**src/rtl/gsd_pkg.sv**
```systemverilog
// Shared types, constants and the ln(1+f) table for the shell disassembly step.
// Used by every module of the block; depends on nothing.
`default_nettype none
package gsd_pkg;

   localparam int MAX_FACES_DEF = 64;
   localparam int SLOTS_DEF     = 3;
   localparam int RATE_REGS     = 4;
   localparam int FACE_W        = 6;
   localparam int COUNT_W       = 7;
   localparam int TIME_W        = 48;
   localparam int TOTAL_W       = 40;
   localparam int DT_W          = 37;
   localparam int NEGLOG_W      = 21;
   localparam int REQ_DATA_W    = 80;
   localparam int RSP_DATA_W    = 80;
   localparam logic [15:0] LN2_Q16 = 16'd45426;
   localparam logic [COUNT_W-1:0] COUNT_MAX = 7'd127;
   localparam logic [TIME_W-1:0] TIME_MAX = 48'hFFFF_FFFF_FFFF;

   typedef enum logic [1:0] {
      OP_LOAD  = 2'd0,
      OP_START = 2'd1,
      OP_STEP  = 2'd2,
      OP_NONE  = 2'd3
   } op_type;

   localparam logic [2:0] CSR_RATE_ZERO  = 3'd0;
   localparam logic [2:0] CSR_RATE_ONE   = 3'd1;
   localparam logic [2:0] CSR_RATE_TWO   = 3'd2;
   localparam logic [2:0] CSR_RATE_THREE = 3'd3;
   localparam logic [2:0] CSR_POLY_RATE  = 3'd4;
   localparam logic [2:0] CSR_FACES      = 3'd5;

   localparam logic EVT_LEAVE = 1'b0;
   localparam logic EVT_POLY  = 1'b1;

   typedef enum logic [2:0] {
      PASS_PAIRS = 3'b001,
      PASS_SUM   = 3'b010,
      PASS_PICK  = 3'b100
   } pass_type;

   typedef struct packed {
      logic init;
      logic walk_load;
      logic advance;
   } cell_ctrl_type;

   function automatic logic [15:0] ln_entry(input logic [4:0] k);
      logic [15:0] v;
      case (k)
         5'd0:  v = 16'd0;
         5'd1:  v = 16'd3973;
         5'd2:  v = 16'd7719;
         5'd3:  v = 16'd11262;
         5'd4:  v = 16'd14624;
         5'd5:  v = 16'd17821;
         5'd6:  v = 16'd20870;
         5'd7:  v = 16'd23783;
         5'd8:  v = 16'd26573;
         5'd9:  v = 16'd29248;
         5'd10: v = 16'd31818;
         5'd11: v = 16'd34292;
         5'd12: v = 16'd36675;
         5'd13: v = 16'd38975;
         5'd14: v = 16'd41196;
         5'd15: v = 16'd43345;
         5'd16: v = 16'd45426;
         default: v = 16'd0;
      endcase
      return v;
   endfunction

endpackage
`default_nettype wire

```
**src/rtl/gsd_face_cell.sv**
```systemverilog
// One face of the shell: in-shell and on-polymer flags plus the walk token.
// Depends on gsd_pkg; chained by the top level, token handed to the next face.
`default_nettype none
module gsd_face_cell import gsd_pkg::*; (
   input  wire logic          clock,
   input  wire logic          reset,
   input  wire cell_ctrl_type ctrl,
   input  wire logic          in_use,
   input  wire logic          is_first,
   input  wire logic          prev_token,
   input  wire logic          clr_shell,
   input  wire logic          clr_poly,
   output logic               token_out,
   output logic               shell,
   output logic               poly,
   output logic               sel_shell,
   output logic               sel_poly
);

   logic shell_ff, shell_in;
   logic poly_ff, poly_in;
   logic tok_ff, tok_in;

   always_comb begin
      shell_in = shell_ff;
      poly_in  = poly_ff;
      tok_in   = tok_ff;
      if (ctrl.init) begin
         shell_in = in_use;
         poly_in  = in_use;
      end else begin
         if (clr_shell) begin
            shell_in = 1'b0;
         end
         if (clr_poly) begin
            poly_in = 1'b0;
         end
      end
      if (ctrl.walk_load) begin
         tok_in = is_first;
      end else if (ctrl.advance) begin
         tok_in = prev_token;
      end
   end

   always_ff @(posedge clock) begin
      if (reset) begin
         shell_ff <= 1'b1;
         poly_ff  <= 1'b1;
         tok_ff   <= 1'b0;
      end else begin
         shell_ff <= shell_in;
         poly_ff  <= poly_in;
         tok_ff   <= tok_in;
      end
   end

   assign token_out = tok_ff;
   assign shell     = shell_ff;
   assign poly      = poly_ff;
   assign sel_shell = tok_ff & shell_ff;
   assign sel_poly  = tok_ff & poly_ff;

endmodule
`default_nettype wire

```
**config.mk**
```make
export PLATFORM = sky130hd
export DESIGN_NAME = gsd_face_cell
export DESIGN_NICKNAME = d
export VERILOG_FILES = /design/src/rtl/gsd_pkg.sv /design/src/rtl/gsd_face_cell.sv
export SDC_FILE = /design/constraint.sdc
export NUM_CORES = 1
export LEC_CHECK = 0
export BUFFER_PORTS_ARGS = -buffer_cell sky130_fd_sc_hd__buf_4
export CAP_MARGIN = 20
export CORE_AREA = 2 2 39 41
export CTS_BUF_LIST = sky130_fd_sc_hd__clkbuf_8
export DETAILED_ROUTE_END_ITERATION = 12
export DIE_AREA = 0 0 41 43
export PLACE_DENSITY_LB_ADDON = 0.15
export SYNTH_ARGS = -nofsm -noshare
export SYNTH_HDL_FRONTEND = slang
export SYNTH_SLANG_ARGS = --single-unit
```
**constraint.sdc**
```tcl
create_clock -name clock -period 1.8 [get_ports clock]
set_input_delay 0.36 -clock clock [delete_from_list [all_inputs] [get_ports clock]]
set_output_delay 0.36 -clock clock [all_outputs]
set_load 0.01 [all_outputs]
```
=== Word-level counts from Yosys, hierarchy flattened ===
Index checks and enable logic that the tools add are counted.

* Multiplexer cells: 6
* Bitwise gates (word level): 2
* Reduce and logical (&&, ||, !) cells: 3

{| class="wikitable"
|+ Operators by type and width
! cell !! count
|-
| 1-bit 2-to-1 mux || 6
|-
| 2-bit nonzero test || 3
|-
| 1-bit bitwise AND || 2
|}

* Register bits after elaboration: 3
* Logic and storage cells: 14

=== Depth between registers and ports, before layout ===
Gate-level depths: netlist (run 1).

* Word-level depth: 2
* Depth in mapped cells: 2
* Gate-level depth less buffers: 2

=== Worst setup path after synthesis (run 1) ===
OpenSTA, ideal clock, no wires.

* Path kind: reg-to-output
* Start: register tok_ff, in the netlist token_out
* End: output sel_shell
* Arrival time: 0.559 ns
* Path slack: 0.881 ns
* Stages on the path, launching flop included: 2
* Cell sequence: dfxtp_1 and2_1

* Word-level cells in the longest chain between the ends: 1

{| class="wikitable"
|+ RTL lines
! item !! line !! text
|-
| start, declared || gsd_face_cell.sv:22 || <nowiki>logic tok_ff, tok_in;</nowiki>
|-
| start signal, assigned || gsd_face_cell.sv:54 || <nowiki>tok_ff <= tok_in;</nowiki>
|-
| 1-bit bitwise AND || gsd_face_cell.sv:61 || <nowiki>assign sel_shell = tok_ff & shell_ff;</nowiki>
|-
| end, declared || gsd_face_cell.sv:16 || <nowiki>output logic sel_shell,</nowiki>
|}

No other way between the ends.

=== Worst setup path after layout (run 1) ===
* Start: register tok_ff, in the netlist token_out
* End: output sel_poly

* Word-level cells in the longest chain between the ends: 1

{| class="wikitable"
|+ RTL lines
! item !! line !! text
|-
| 1-bit bitwise AND || gsd_face_cell.sv:62 || <nowiki>assign sel_poly = tok_ff & poly_ff;</nowiki>
|-
| end, declared || gsd_face_cell.sv:17 || <nowiki>output logic sel_poly</nowiki>
|}

No other way between the ends.

==> impl_results.md, run 1 <==
- CTS tree: done
- Hold/Removal Path Class: input pin to register
- Yosys reg bits: 3
- Period minus WS final: ~1.2 ns
- Syn nets: 24
- DR vias: between 150 and 200
- Worst-case clock buffer depth: 2
- Share of cells above drive strength 1: between 50% and 60%
- Max-slew headroom: roughly nine tenths
- CP Buf/Inv Count: 1
- Synth area leader: dfxtp_1
- Final wirelength: roughly 400 um
- Mux share of post-synthesis cell area: under 10%
- Gpl congestion: approximately 0.7
- IO buf count: 14
- Met1 Use GR: approximately 4.5%
- Die width: ~41 um
- Adder-Cell Fraction of Synth Area: 0%
- Hold buffer count at CTS: 0
- Setup Buffers After CTS: 0
- Worst-margin pin slew: 0.158 ns
- Pre-Repair DR Iteration Count: 2
- Largest net degree at the start of global routing: 5
- Period utilization: 65.1%
- Worst Clk Skew: 0 ns
- Post-Place Cells: 44
- Synth Area in Simple Gates: 23.6%
- Worst vdd ir: approximately 0.34 mV
- Post-Syn Instances: 14
- Clock Sinks: 3
- First-pass GRT wire length: about 540 um
- CTS Buf Count: 3
- CTS clock-pin slew for the worst setup and hold paths: ~0.03 ns
- Setup crit end kind: output port
- Number of global-route vias before repair: about 150
- Max cap viols: 0
- Ports: 15
- GR Overflow Total: 0
- Post-synth top area share: between 40% and 50%
- Clk_lat worst skew: between 0.2 and 0.25 ns
- Synthesis Warnings: 0
- Antenna diode count: 0
- FMAX: about 0.85 GHz
- H-Tree Depth: 1
- Rows: 14
- Tot GR Track Use: approximately 5.2%
- Commonest non-fill, non-tap cells in the layout: buf_4, clkbuf_8, dfxtp_1
- Setup violators final: 0
- Commonest non-fill, non-tap cell in the layout: buf_4
- Worst-case reg-to-reg path depth: 2
- Seq/Total Area, Yosys: a little under half
- Post-DRT Antenna Nets: 0
- Final Hold Vio Count: 0
- Max FO, Critical Path: 4
- Nets: between 40 and 50
- Core Area: between 1000 and 1500 um2
- Post-synthesis xor/xnor area fraction: 0%
- Vias per cell: around 3.3
- Startpoint types: register
- Initial core utilization: roughly a tenth
- Clock root buffer: clkbuf_8
- Die area: 1760 um2
- WP data required: approximately 1.4 ns
- Synth unique cells: 9
- Die H: 43 um
- Largest family of logic cells by synthesized area: simple AND/OR/NAND/NOR gates
- Met3 usage: 6.28%
- WP depth: 2
- Slowest stage delay, CP: approximately 0.31 ns
- Synth top area cells: dfxtp_1, a211oi_2, and2_1
- Compound-Gate Fraction of Synth Area: around 21%
- Cts repair resizes: 0
- Global route hottest layer: met3
- GRT met2 Usage: under 10%
- Residual DRC count: 0
- CP max-delay cell: dfxtp_1
- Setup TNS: 0 ns
- Initial antenna violation count: 0
- Wire per inst: ~8.2 um
- Status: complete, no violations
- Hold path depth: 2
- Crit Path Category: register to output port
- Final Max Slew Viols: 0
- Starting DRT DRC Count: 3
- Worst Path Arrival: approximately 0.81 ns
- Pleak: 0.150 nW
- Synthesis-to-layout area growth: 128%
- Fin cells: 48
- Synth Cell Area: between 100 and 150 um2
- Mapped Avg Cell Area: between 9 and 10 um2
- Worst path cell trace: and2_1 -> buf_4
- Crit-path leading delay family: flip-flops
- Unrepaired setup endpoints after global routing: no
- Pwr/cell area: approximately 1000 nW/um2
- Fillers: between 150 and 200
## per-layer routing
layer | routed length [um] | up-vias
met5 | 0 | -
met4 | 0 | 0
met3 | 69 | 0
met2 | 186 | 10
met1 | 136 | 68
li1 | - | 82
## report_power, final
part | switching (W) | leakage (nW) | internal (W) | total [W]
clock | 0.0000413 | 0.0269 | 0.000145 | 0.000186
combinational | 0.0000153 | 0.0981 | 0.0000286 | 0.0000438
sequential | 0.00000368 | 0.0251 | 0.0000722 | 0.0000759
## worst register-to-register path, stage by stage (launching register included)
cell,delay (ns)
dfxtp_1,0.34
mux2i_1,0.09
a211oi_2,0.20
## layout make-up
class                      count  area, um2  area share (%)
multi-input combinational     10       68.8            22.7
timing repair buffer          14        105            34.7
sequential                     3       60.1            19.8
tap                           16       20.0            6.61
clock inverter                 1       3.75            1.24
inverter                       1       3.75            1.24
clock buffer                   3       41.3            13.6
## Yosys cell counts (all sizes together)
| cell type | n |
|---|---|
| nand2b | 2 |
| a211oi | 1 |
| nor2b | 1 |
| mux2i | 1 |
| dfxtp | 3 |
| a21oi | 1 |
| and2 | 2 |
| inv | 1 |
| o21ai | 2 |
## final timing paths
path | from | endpoint | slack, ns
min reg2reg | shell | shell | 0.49
min | reset | token_out | 0.32
max | token_out | sel_poly | 0.63
max reg2reg | token_out | token_out | 1.09
## flip-flops by register name (all words and copies together) (netlist names)
signal     flops
poly           1
token_out      1
shell          1
## metrics by stage
stage	setup slack, ns	total power, W	instance area, um2	utilization [%]	hold WS, ns
floorplan	0.881	0.0000912	133	-	0.425
CTS	0.616	0.000314	303	21.9	0.315
global placement	0.851	0.000122	258	18.6	0.490
finish	0.628	0.000306	303	21.9	0.315
detailed placement	0.845	0.000122	258	18.6	0.492
global route	0.577	0.000322	303	21.9	0.322
## kinds of logic after synthesis
logic type | Yosys count
compound gates | 4
buf+inv | 1
flops | 3
mux | 1
simple gates | 5
Power figures use the tool's default switching activity.
==> run 2, diff against run 1 <==
--- a/config.mk
+++ b/config.mk
@@ -5,6 +5,7 @@
 export SDC_FILE = /design/constraint.sdc
 export NUM_CORES = 1
 export LEC_CHECK = 0
+export ABC_AREA = 1
 export BUFFER_PORTS_ARGS = -buffer_cell sky130_fd_sc_hd__buf_4
 export CAP_MARGIN = 20
 export CORE_AREA = 2 2 39 41
==> constraint.sdc (replaced) <==
create_clock -name clock -period 0.99 [get_ports clock]
set_input_delay 0.198 -clock clock [delete_from_list [all_inputs] [get_ports clock]]
set_output_delay 0.198 -clock clock [all_outputs]
set_load 0.01 [all_outputs]
==> impl_results.md, run 2 <==
- Clock Sinks: 3 (unchanged)
- Pleak: 0.177 nW (was 0.150 nW)
- Residual DRC count: 0 (unchanged)
- Hold path depth: 3 (was 2)
- Total power: 0.000567 W (was 0.000306 W)
- Die area: 1760 um2 (unchanged)
- Period utilization: between 90 and 100%
- H-Tree Depth: 1 (unchanged)
- Post-Syn Instances: 22 (was 14)
- Setup violators final: 0 (unchanged)
- CTS tree: done (unchanged)
- R2r setup slk: 0.34 ns (was 1.09 ns)
- Commonest non-fill, non-tap cells in the layout: buf_4, nand2_1, inv_1, nor2_1 (was buf_4, clkbuf_8, dfxtp_1)
- Setup crit end kind: output port (unchanged)
- Setup Buffers After CTS: 0 (unchanged)
- Max cap viols: 0 (unchanged)
- Pre-Repair DR Iteration Count: 2 (unchanged)
- Synth top area cells: dfxtp_1, nand2_1, nor2_1 (was dfxtp_1, a211oi_2, and2_1)
- Worst-margin pin slew: 0.151 ns (was 0.158 ns)
- Mapped Avg Cell Area: 6.20 um2 (was 9.47 um2)
- Unrepaired setup endpoints after global routing: yes (was no)
- Initial core utilization: 9.86% (was 9.58%)
- Tot GR Track Use: 5.62% (was 5.22%)
- CTS Buf Count: 3 (unchanged)
- Synthesis-to-layout area growth: 129% (was 128%)
- Starting DRT DRC Count: 3 (unchanged)
- Startpoint types: register (unchanged)
- Antenna diode count: 0 (unchanged)
- CTS clock-pin slew for the worst setup and hold paths: 0.03 ns (about the same)
- CP max-delay cell: dfxtp_2 (was dfxtp_1)
- Commonest non-fill, non-tap cell in the layout: buf_4 (unchanged)
- Final Hold Vio Count: 0 (unchanged)
- Hold Startpoint: reset (unchanged)
- R2r startpoint: token_out (unchanged)
- Final wirelength: 390 um (was 392 um)
- WP data required: 0.79 ns (was 1.44 ns)
- Vias per cell: 3.48 (was 3.33)
- Die width: 41 um (unchanged)
- Post-synth EDFFs: 0 (unchanged)
- Worst Setup Slack post-DPL: 0.219 ns (was 0.845 ns)
- Dpl hpwl: 331 um
- Worst-case reg-to-reg path depth: 4 (was 2)
- Hold/Removal Path Class: input pin to register (unchanged)
- Crit Path Category: register to output port (unchanged)
- FMAX: between 1 and 1.5 GHz
- Number of global-route vias before repair: 188 (was 149)
- IO buf count: 14 (unchanged)
- Seq/Total Area, Yosys: 44.0% (was 45.3%)
- Yosys reg bits: 3 (unchanged)
- Most used DFF post-synth: dfxtp_1 (unchanged)
- Clk_lat worst skew: 0.21 ns (about the same)
- Nets: 51 (was 43)
- Top post-synthesis cells by count: nand2_1, nor2_1, inv_1, dfxtp_1 (was dfxtp_1, and2_1, nand2b_1, o21ai_0)
- Share of cells above drive strength 1: 52.5% (was 56.3%)
- Most common cell in the netlist: nand2_1 (was dfxtp_1)
- Worst Path Arrival: 0.76 ns (was 0.81 ns)
- Setup ws final: 0.0341 ns (was 0.628 ns)
- Status: complete, no violations (unchanged)
- First-pass GRT wire length: 634 um (was 538 um)
- Post-synth top area share: 44.0% (was 45.3%)
- Hold buffer count at CTS: 0 (unchanged)
- GR Overflow Total: 0 (unchanged)
- Die H: 43 um (unchanged)
- Post-synth ARST share: 0% (unchanged)
- Largest net degree at the start of global routing: 5 (unchanged)
- Hold endpoint: poly (was token_out)
- Rows: 14 (unchanged)
- Worst-case clock buffer depth: 2 (unchanged)
- Synth Cell Area: 136 um2 (was 133 um2)
- Initial antenna violation count: 0 (unchanged)
- Max FO, Critical Path: 4 (unchanged)
- Final Max Slew Viols: 0 (unchanged)
- Worst path cell trace: nand2_1 -> inv_1 -> buf_4 (was and2_1 -> buf_4)
- Worst vdd ir: 0.445 mV (was 0.338 mV)
- Wire per inst: 6.96 um (was 8.17 um)
- Syn nets: 32 (was 24)
- DR vias: 195 (was 160)
- Ports: 15 (unchanged)
- Synth area leader: dfxtp_1 (unchanged)
- Post-DRT Antenna Nets: 0 (unchanged)
- Core Area: 1380 um2 (unchanged)
- Worst R2R End: token_out (unchanged)
- Pwr/cell area: 1810 nW/um2 (was 1010 nW/um2)
- Final Core Density: 22.6% (was 21.9%)
- Synthesis Warnings: 0 (unchanged)
- Period minus WS final: about 0.96 ns
- Clock root buffer: clkbuf_8 (unchanged)
- Slowest stage delay, CP: 0.34 ns (was 0.31 ns)
- Gpl congestion: 0.553 (was 0.698)
- Max-slew headroom: 89.9% (was 89.2%)
- Synth unique cells: 6 (was 9)
- Worst Clk Skew: 0 ns (unchanged)
run 2: per-layer routing:
layer | share of wire (%) | GRT usage [%]
met1 | 26 | 3.85
met5 | 0 | 0
met3 | 6.2 | 1.57
met4 | 3.6 | 6.00
met2 | 63 | 10.0
run 2: cells by family after synthesis:
family          count (synthesis)  share of synthesized area (%)
simple gates                   13                           35.8
buf+inv                         4                           11.0
flops                           3                           44.0
compound gates                  2                           9.17
run 2: worst max-delay path, delay by kind of cell (launching register included):
kind	cells	cell delay (ns)
DFF	1	0.34
buffers and inverters	2	0.16
and+or+nand+nor	1	0.05
run 2: timing repair:
action	CTS	global route
resized for setup	2	2
setup endpoints to repair	2	2
pin swaps	0	1
run 2: worst max-delay path by stage:
stage	start	endpoint	slack, ns	depth (start not counted)
CTS	shell	sel_shell	0.02	3
finish	token_out	sel_shell	0.03	3
global placement	poly	sel_poly	0.23	3
floorplan	token_out	sel_poly	0.26	2
global route	token_out	sel_shell	-0.002	3
detailed placement	token_out	sel_poly	0.22	3
run 2: where the power goes:
group / total (W) / switching, W / internal [W] / leakage (nW)
Clock: 0.000346 / 0.0000814 / 0.000264 / 0.0269
Combinational: 0.0000801 / 0.0000306 / 0.0000495 / 0.126
Sequential: 0.000141 / 0.00000828 / 0.000133 / 0.0250
Total: 0.000567 / 0.000120 / 0.000447 / 0.177
run 2: stage by stage:
| step | TNS [ns] | hold WS (ns) | instance area, um2 | instances |
|---|---|---|---|---|
| 2_1_floorplan | 0 | 0.298 | 136 | 22 |
| 3_3_place_gp | 0 | 0.405 | 262 | 52 |
| 3_5_place_dp | 0 | 0.409 | 262 | 52 |
| 4_1_cts | 0 | 0.189 | 309 | 56 |
| 5_1_grt | -0.00240 | 0.212 | 313 | 56 |
| 6_report | 0 | 0.188 | 313 | 56 |
run 2: layout make-up:
| type | count | area, um2 |
|---|---|---|
| Sequential cell | 3 | 63.8 |
| Tap cell | 16 | 20.0 |
| Fill cell | 165 | 1070 |
| Clock inverter | 1 | 3.75 |
| Inverter | 4 | 15.0 |
| Clock buffer | 3 | 41.3 |
| Timing Repair Buffer | 14 | 105 |
| Multi-Input combinational cell | 15 | 63.8 |
==> run 3, diff against run 2 <==
--- a/config.mk
+++ b/config.mk
@@ -5,7 +5,6 @@
 export SDC_FILE = /design/constraint.sdc
 export NUM_CORES = 1
 export LEC_CHECK = 0
-export ABC_AREA = 1
 export BUFFER_PORTS_ARGS = -buffer_cell sky130_fd_sc_hd__buf_4
 export CAP_MARGIN = 20
 export CORE_AREA = 2 2 39 41
@@ -13,6 +12,7 @@
 export DETAILED_ROUTE_END_ITERATION = 12
 export DIE_AREA = 0 0 41 43
 export PLACE_DENSITY_LB_ADDON = 0.15
+export SLEW_MARGIN = 25
 export SYNTH_ARGS = -nofsm -noshare
 export SYNTH_HDL_FRONTEND = slang
 export SYNTH_SLANG_ARGS = --single-unit
==> impl_results.md, run 3 (synthesized netlist as in run 1, its figures left out) <==
- Vias per cell: 3.48 (about the same)
- Worst hold slack: 0.146 ns (was 0.188 ns)
- WP data required: 0.79 ns (about the same)
- Period utilization: 99.9% (was 96.6%)
- Setup violators final: 0 (unchanged)
- Status: complete, no violations (unchanged)
- Largest net degree at the start of global routing: 4 (was 5)
- H-Tree Depth: 1 (unchanged)
- Residual DRC count: 0 (unchanged)
- Pwr/cell area: 1710 nW/um2 (was 1810 nW/um2)
- R2r setup slk: 0.19 ns (was 0.34 ns)
- DR vias: 174 (was 195)
- Total power: 0.000583 W (was 0.000567 W)
- Ports: 15 (unchanged)
- Clock Sinks: 3 (unchanged)
- Period minus WS final: 0.990 ns (was 0.956 ns)
- Commonest non-fill, non-tap cells in the layout: buf_4, buf_6, clkbuf_8, dfxtp_2 (was buf_4, nand2_1, inv_1, nor2_1)
- CTS clock-pin slew for the worst setup and hold paths: 0.03 ns (about the same)
- Unrepaired setup endpoints after global routing: yes (unchanged)
- Pre-Repair DR Iteration Count: 2 (unchanged)
- CTS Buf Count: 3 (unchanged)
- Clk_lat worst skew: 0.21 ns (about the same)
- Final Hold Vio Count: 0 (unchanged)
- Pleak: 0.167 nW (was 0.177 nW)
- Final Max Slew Viols: 0 (unchanged)
- Commonest non-fill, non-tap cell in the layout: buf_4 (unchanged)
- Worst Clk Skew: 0 ns (unchanged)
- Number of global-route vias before repair: 169 (was 188)
- FMAX: 1.01 GHz (was 1.05 GHz)
- Crit Path Category: register to output port (unchanged)
- Worst Setup Slack post-DPL: 0.197 ns (was 0.219 ns)
- Rows: 14 (unchanged)
- Worst-margin pin slew: 0.158 ns (was 0.151 ns)
- GR Overflow Total: 0 (unchanged)
- Fillers: 159 (was 165)
- Share of cells above drive strength 1: 73.5% (was 52.5%)
- CTS tree: done (unchanged)
- First-pass GRT wire length: 614 um (was 634 um)
- Wire per inst: 8.96 um (was 6.96 um)
- Tot GR Track Use: 5.82% (was 5.62%)
- Setup ws final: 0.000500 ns (was 0.0341 ns)
- Final Core Density: 24.7% (was 22.6%)
- Max-slew headroom: 89.1% (was 89.9%)
- Die area: 1760 um2 (unchanged)
- Worst Path Arrival: 0.79 ns (was 0.76 ns)
- Hold/Removal Path Class: input pin to register (unchanged)
- Gpl congestion: 0.698 (was 0.553)
- Die width: 41 um (unchanged)
- Clock root buffer: clkbuf_8 (unchanged)
- Setup crit end kind: output port (unchanged)
- Initial antenna violation count: 0 (unchanged)
- Post-route cell area: 342 um2 (was 313 um2)
- Antenna diode count: 0 (unchanged)
- Nets: 45 (was 51)
- Max FO, Critical Path: 3 (was 4)
- Initial core utilization: 9.58% (was 9.86%)
- Worst-case clock buffer depth: 2 (unchanged)
- IO buf count: 14 (unchanged)
- Area after DPL: 258 um2 (was 262 um2)
- Post-DRT Antenna Nets: 0 (unchanged)
- Startpoint types: register (unchanged)
- Die H: 43 um (unchanged)
- Synthesis-to-layout area growth: 158% (was 129%)
- Worst vdd ir: 0.638 mV (was 0.445 mV)
- Core Area: 1380 um2 (unchanged)
- Starting DRT DRC Count: 3 (unchanged)
- Final wirelength: 448 um (was 390 um)
- Max cap viols: 0 (unchanged)
-- run 3: final cells by class --
class / count / area, um2 / area share, %
clock buffers: 3 / 41.3 / 12.1
clock inverters: 1 / 3.75 / 1.10
inverters: 1 / 3.75 / 1.10
multi-input cells: 10 / 73.8 / 21.6
flip-flops and latches: 3 / 63.8 / 18.7
well taps: 16 / 20.0 / 5.86
repair buffers: 16 / 135 / 39.6
-- run 3: repair_timing --
item                       in CTS  in global routing
pin swaps                       0                  1
setup endpoints to repair       2                  4
setup buffers                   2                  0
hold buffers                    0                  0
resized for setup               7                  2
-- run 3: worst paths after layout --
| kind | start | endpoint | depth (start not counted) |
|---|---|---|---|
| worst min register to register | shell | shell | 2 |
| worst max register to register | token_out | token_out | 3 |
| worst max-delay path | poly | sel_poly | 2 |
| worst min-delay path | reset | token_out | 2 |
-- run 3: per-stage QoR --
stage / cells / setup TNS [ns]
after floorplan: 14 / 0
after global placement: 44 / 0
after detailed placement: 44 / 0
after CTS: 50 / 0
after global routing: 50 / -0.0384
final: 50 / 0
-- run 3: critical path, cell delays in order, from the launching register on --
cell and delay, ns:
dfxtp_2 0.32, and2_4 0.15, buf_6 0.11
-- run 3: power by group --
group          switching, W  internal, W
logic             0.0000327    0.0000703
registers        0.00000754     0.000133
clock network     0.0000754     0.000263
-- run 3: layer usage --
layer | wire length, um | vias up | global-route usage (%)
li1 | - | 86 | -
met1 | 147 | 78 | 4.81
met2 | 245 | 10 | 7.81
met3 | 55 | 0 | 6.28
met4 | 0 | 0 | 4.00
met5 | 0 | - | 0
